===== src/mf3_pkg.sv =====
// shared types and constants for the 3x3 rgb median filter
`timescale 1ns / 1ps

package mf3_pkg;

   // sample and window geometry
   localparam int SAMPLE_W = 8;
   localparam int TAPS     = 9;
   localparam int ROW_W    = 16;
   localparam int CFG_W_W  = 12;

   // configuration port
   localparam int CSR_IDX_W  = 4;
   localparam int CSR_DATA_W = 16;

   typedef logic [SAMPLE_W-1:0]         sample_type;
   typedef logic [TAPS-1:0][SAMPLE_W-1:0] window9_type;
   typedef logic [CSR_IDX_W-1:0]        csr_index_type;

   // register indexes
   localparam csr_index_type CSR_IMAGE_WIDTH  = 4'd0;
   localparam csr_index_type CSR_IMAGE_HEIGHT = 4'd1;

   // register reset values and lower bounds
   localparam logic [CFG_W_W-1:0] WIDTH_RESET  = 12'd640;
   localparam logic [ROW_W-1:0]   HEIGHT_RESET = 16'd480;
   localparam int                 MIN_SIDE     = 3;

endpackage


===== src/mf3_median.sv =====
// two-stage median-of-nine network for one colour channel
`timescale 1ns / 1ps

module mf3_median (
   input  logic                 clock,
   input  logic                 advance,
   input  mf3_pkg::window9_type samples,
   output mf3_pkg::sample_type  median
);

   import mf3_pkg::*;

   window9_type sorted_ff;
   window9_type sorted_in;
   sample_type  median_ff;
   sample_type  median_in;

   // compare-exchange, result is {low, high}
   function automatic logic [2*SAMPLE_W-1:0] cswap(input sample_type a, input sample_type b);
      if (a > b) begin
         return {b, a};
      end
      return {a, b};
   endfunction

   // first half: sort each of the three triples
   always_comb begin
      sorted_in = samples;
      for (int t = 0; t < 3; t++) begin
         {sorted_in[3*t+1], sorted_in[3*t+2]} = cswap(sorted_in[3*t+1], sorted_in[3*t+2]);
         {sorted_in[3*t],   sorted_in[3*t+1]} = cswap(sorted_in[3*t],   sorted_in[3*t+1]);
         {sorted_in[3*t+1], sorted_in[3*t+2]} = cswap(sorted_in[3*t+1], sorted_in[3*t+2]);
      end
   end

   // second half: merge the sorted triples down to the middle value
   always_comb begin
      window9_type p;
      p = sorted_ff;
      {p[0], p[3]} = cswap(p[0], p[3]);
      {p[5], p[8]} = cswap(p[5], p[8]);
      {p[4], p[7]} = cswap(p[4], p[7]);
      {p[3], p[6]} = cswap(p[3], p[6]);
      {p[1], p[4]} = cswap(p[1], p[4]);
      {p[2], p[5]} = cswap(p[2], p[5]);
      {p[4], p[7]} = cswap(p[4], p[7]);
      {p[4], p[2]} = cswap(p[4], p[2]);
      {p[6], p[4]} = cswap(p[6], p[4]);
      {p[4], p[2]} = cswap(p[4], p[2]);
      median_in = p[4];
   end

   // stage registers move with the rest of the pipeline
   always_ff @(posedge clock) begin
      if (advance) begin
         sorted_ff <= sorted_in;
         median_ff <= median_in;
      end
   end

   assign median = median_ff;

endmodule


===== config.mk =====
export PLATFORM = sky130hd
export DESIGN_NAME = mf3_median
export DESIGN_NICKNAME = d
export VERILOG_FILES = /design/src/mf3_pkg.sv /design/src/mf3_median.sv
export SDC_FILE = /design/constraint.sdc
export NUM_CORES = 1
export LEC_CHECK = 0
export BUFFER_PORTS_ARGS = -buffer_cell sky130_fd_sc_hd__clkbuf_2
export CAP_MARGIN = 10
export CORE_MARGIN = 2
export CORE_UTILIZATION = 40
export CTS_CLUSTER_SIZE = 30
export DETAILED_ROUTE_END_ITERATION = 10
export GPL_ROUTABILITY_DRIVEN = 0
export PLACE_DENSITY = 0.63
export RECOVER_POWER = 50
export SLEW_MARGIN = 20
export SYNTH_ARGS = -nofsm -noshare
export SYNTH_HDL_FRONTEND = slang
export SYNTH_SLANG_ARGS = --single-unit

===== constraint.sdc =====
create_clock -name clock -period 14.7 [get_ports clock]
set_input_delay 0.735 -clock clock [delete_from_list [all_inputs] [get_ports clock]]
set_output_delay 0.735 -clock clock [all_outputs]
set_load 0.01 [all_outputs]

## Word-level counts from Yosys, hierarchy flattened

Cells that the tools add are included.

| operators by class | value |
|---|---|
| order comparisons | 19 |
| muxes and demuxes | 57 |

Operators by type and width:

| operator | number |
|---|---|
| $mux 16 | 30 |
| $gt 8x8->1 | 19 |
| $mux 8 | 8 |
| $mux 1 | 19 |

| storage, ports and cells | value |
|---|---|
| bits in registers | 80 |
| bits of input ports | 74 |
| output and inout bits | 8 |
| logic and storage cells | 86 |

## Depth between registers and ports, before layout

| depth | value |
|---|---|
| word-level depth | 18 |
| depth in mapped cells | 58 |

## Worst setup path after synthesis

Ideal clock, no wire load.

| timing | value |
|---|---|
| path type | reg-to-reg |
| from | register sorted_ff[57] in the netlist's numbering |
| to | register median_ff[4], in the netlist median[4] (data pin) |
| data arrival time | 10.686 ns |
| slack | 3.727 ns |
| cell stages (with the launch flop) | 57 |
| cells stage by stage | edfxtp_1 > inv_1 > ha_1 > and2b_1 > o211ai_2 > a21oi_2 > a21oi_2 > clkbuf_1 > nor2_1 > a21oi_1 > ha_1 > and4_1 > and4_1 > and2_1 > and3_1 > buf_2 > or3_1 > clkbuf_1 > [21 not listed] > inv_1 > a221o_1 > a21boi_2 > buf_2 > nand2_1 > o21ai_0 > ha_1 > nor2b_1 > o21a_1 > o21a_1 > o21ai_0 > a21oi_1 > a211oi_1 > a21oi_1 > inv_1 > clkbuf_1 > a21o_1 > o311ai_0 |

| between the ends | value |
|---|---|
| longest elaborated chain between the ends | 18 |

Ends and longest elaborated chain:

| element | RTL line | source |
|---|---|---|
| start: declaration | mf3_median.sv:13 | `window9_type sorted_ff;` |
| start signal: assignment | mf3_median.sv:56 | `sorted_ff <= sorted_in;` |
| $gt 8x8->1 | mf3_median.sv:20 | `if (a > b) begin` |
| $mux 1 | mf3_median.sv:20 |  |
| $mux 16 * | mf3_median.sv:23 | `return {a, b};` |
| $gt 8x8->1 | mf3_median.sv:20 |  |
| $mux 1 | mf3_median.sv:20 |  |
| $mux 8 | mf3_median.sv:23 |  |
| $gt 8x8->1 | mf3_median.sv:20 |  |
| $mux 1 | mf3_median.sv:20 |  |
| [3 not listed] | - |  |
| $mux 16 * | mf3_median.sv:23 |  |
| $gt 8x8->1 | mf3_median.sv:20 |  |
| $mux 1 | mf3_median.sv:20 |  |
| $mux 8 | mf3_median.sv:23 |  |
| $gt 8x8->1 | mf3_median.sv:20 |  |
| $mux 1 | mf3_median.sv:20 |  |
| $mux 16 * | mf3_median.sv:23 |  |
| net median_in[4] | mf3_median.sv:16 | `sample_type median_in;` |
| end signal: assignment | mf3_median.sv:57 | `median_ff <= median_in;` |
| end: declaration | mf3_median.sv:15 | `sample_type median_ff;` |

Mark *: on every way through the listed nets, which the timed path passes. The rest lies on a longest branch. The select of a mux whose other input is x is not followed.
A chain may end at the register's enable or synchronous reset.

## Worst setup path after layout

| timing | value |
|---|---|
| from | register sorted_ff[57] in the netlist's numbering |
| to | register median_ff[5], in the netlist median[5] (data pin) |

The elaborated chain is that of the path after synthesis.

==> flow_metrics.env <==
export IMPL_outcome="finished, violations left"
export IMPL_failed_checks="capacitance limit, slew limit"
export IMPL_yosys_area_top_type="edfxtp_1"
export IMPL_fin_skew_ns=0.01197
export IMPL_yosysTopAreaCellShare_pct=26.60
export IMPL_syn_nets=1246
export IMPL_cts_max_level=3
export IMPL_synth_top_cells_by_area="edfxtp_1 (27%), ha_1 (21%), mux2i_1 (13%)"
export IMPL_port_buffers=81
export IMPL_hp_class="primary input to register"
export IMPL_syn_area_per_cell_um2=8.836
export IMPL_cp_max_fo=19
export IMPL_area_delta_synth_final_pct=10.92
export IMPL_drtIter0Drc=416
export IMPL_die_h_um=154.3
export IMPL_yosysUniqueCellTypes=66
export IMPL_cts_sinks=80
export IMPL_ff2ff_setup_slack_ns=1.32
export IMPL_grt_pass1_vias=7266
export IMPL_drv_cap=1
export IMPL_io_pins=82
export IMPL_r2r_cells=49
export IMPL_vias_per_cell=5.569
export IMPL_root_buffer="clkbuf_16"
export IMPL_path_delay_family="compound AO/OA/AOI/OAI gates"
export IMPL_overflow=0
export IMPL_yosys_warnings=0
export IMPL_fmax_ghz=0.07474
export IMPL_hold_violations=0
export IMPL_cts_tree="done"
export IMPL_nNetsFinal=1311
export IMPL_required_ns=14.74
export IMPL_ys_flop_type="edfxtp_1"
export IMPL_setup_tns_ns=0
export IMPL_path_class="register to register"
export IMPL_endpoint="median[5]$_DFFE_PP_"
export IMPL_startpoint_type="register"
export IMPL_synth_edf_count=80
export IMPL_r2r_start="sorted_ff[57]$_DFFE_PP_"
export IMPL_drt_total_wl_um=22790
export IMPL_cp_depth=49
export IMPL_wl_per_cell_um=16.61
export IMPL_tightest_slew_ns=4.471
export IMPL_drive_above_1_share_pct=11.08
export IMPL_fin_ws_ns=1.320
export IMPL_cts_buffers_inserted=9
export IMPL_postCtsSetupRepairBufs=0
export IMPL_syn_inst=1022
export IMPL_rows=54
export IMPL_cts_buffer_depth=2
export IMPL_clk_latency_ns=0.35
export IMPL_async_flop_share_pct=0
export IMPL_syn_area_um2=9030
export IMPL_worst_setup_path_end_kind="register"
export IMPL_gr_usage_all_layers_pct=19.38
export IMPL_rr_endpoint="median[5]$_DFFE_PP_"
export IMPL_yosysMostFrequentCell="ha_1"
export IMPL_cts_hold_buffers=0
export IMPL_antenna_left=0
export IMPL_setup_viol=0
export IMPL_slew_headroom_pct=-198.0
export IMPL_path_common_cell="ha_1"
export IMPL_cp_arrival_ns=13.42
export IMPL_drc=0
export IMPL_synth_commonest_cells="ha_1 (150), mux2i_1 (118), inv_1 (104), o21ai_0 (88), edfxtp_1 (80)"
export IMPL_path_clk_slew_ns=0.07
export IMPL_dieArea_um2=23790
export IMPL_drt_pass1_iterations=5
export IMPL_grt_start_max_net_pins=81
export IMPL_fin_util_pct=45.61
export IMPL_cts_resized=0
export IMPL_ys_seq_area_share_pct=26.60
export IMPL_pre_cts_slack_ns=1.641
export IMPL_drv_slew=81
export IMPL_route_vias_total=7641
export IMPL_rsz0062_at_grt="no"
export IMPL_grt_antenna_before_repair=0
export IMPL_crit_buf_inv=2
export IMPL_core_um2=21960
export IMPL_start_util_pct=41.12
export IMPL_hpwl_um=18580
export IMPL_diodes=0
export IMPL_chipWidth_um=154.3
export IMPL_grt_pass1_wl_um=36830
export IMPL_cp_slowest_stage_delay_ns=0.79
export IMPL_min_period_ns=13.38
export IMPL_fill_cells=2140
export IMPL_period_share_pct=91.02
export IMPL_crit_start="sorted_ff[57]$_DFFE_PP_"
export IMPL_ys_ff_latch=80
export IMPL_cp_slowest_cell="a21oi_1"
## worst min path at each step
stage,from,endpoint,slack (ns),cells past startpoint
floorplan,sorted_ff[50]$_DFFE_PP_,median[2]$_DFFE_PP_,0.77,4
global placement,sorted_ff[50]$_DFFE_PP_,median[2]$_DFFE_PP_,0.98,4
detailed placement,sorted_ff[50]$_DFFE_PP_,median[2]$_DFFE_PP_,1.01,4
CTS,samples[55],sorted_ff[55]$_DFFE_PP_,0.71,3
global route,samples[55],sorted_ff[55]$_DFFE_PP_,0.73,3
finish,samples[55],sorted_ff[55]$_DFFE_PP_,0.72,3
## worst min-delay path, cell delays in order
cell and delay, ns:
clkbuf_2 0.11, nand2_1 0.05, o21ai_0 0.07
## stage by stage
stage	cell area, um^2	cells	hold slack (ns)
6_report	10020	1372	0.7232
5_1_grt	10020	1372	0.7296
4_1_cts	10010	1371	0.7053
3_5_place_dp	9709	1355	1.015
3_3_place_gp	9709	1355	0.9812
2_1_floorplan	9030	1022	0.7665
## flip-flops by register name, summed over array words and instances (netlist names)
register   count
sorted_ff     72
median         8
## cell usage in the layout (no fill, tap or decap), types with 3 or more instances in the layout
master	count
a211o_1	5
a211oi_1	5
a21o_1	35
a21oi_1	74
a21oi_2	4
a31oi_1	4
a41oi_1	3
and2_1	6
and3_1	16
and4_1	3
buf_4	5
clkbuf_1	9
clkbuf_16	9
clkbuf_2	72
edfxtp_1	80
ha_1	150
inv_1	104
inv_6	3
mux2_2	4
mux2i_1	118
nand2_1	67
nand2b_1	13
nand3_1	31
nand4_1	8
nor2_1	57
nor2b_1	16
nor3_1	15
nor4_1	5
o21a_1	16
o21ai_0	87
o21ai_1	5
o21ai_2	3
o22ai_1	3
o311ai_0	3
o31ai_1	3
or2_2	4
or3_1	3
## area by class of cell
class / instances / area [um^2] / area share (%)
Clock buffer: 9 / 225.2 / 2.249
Tap cell: 280 / 350.3 / 3.498
Timing Repair Buffer: 87 / 442.9 / 4.422
Inverter: 105 / 394.1 / 3.935
Multi-Input combinational cell: 804 / 6125 / 61.15
Sequential cell: 80 / 2402 / 23.98
Clock inverter: 7 / 76.32 / 0.7620
## metal layers
layer  global-route usage [%]  vias up  routed length, um
met5                        0        -                  0
met1                    27.17     3514              10880
met2                    31.09      206              10330
met4                    5.071        0                414
met3                    3.278       25               1165
li1                         -     3896                  -
## cells by family (layout without fill, tap and decap cells)
family	Yosys count	in the layout	share of synthesized area, %
AO/OA/AOI/OAI	278	278	19.22
adder cells (fa/ha/maj)	150	150	20.78
buffers and inverters	138	208	5.861
flip-flops	80	80	26.60
multiplexers	123	123	13.75
AND/OR/NAND/NOR	253	253	13.79
Power is not shown: default switching activity piles up to over one toggle a cycle in this logic, so the estimate is an artifact.
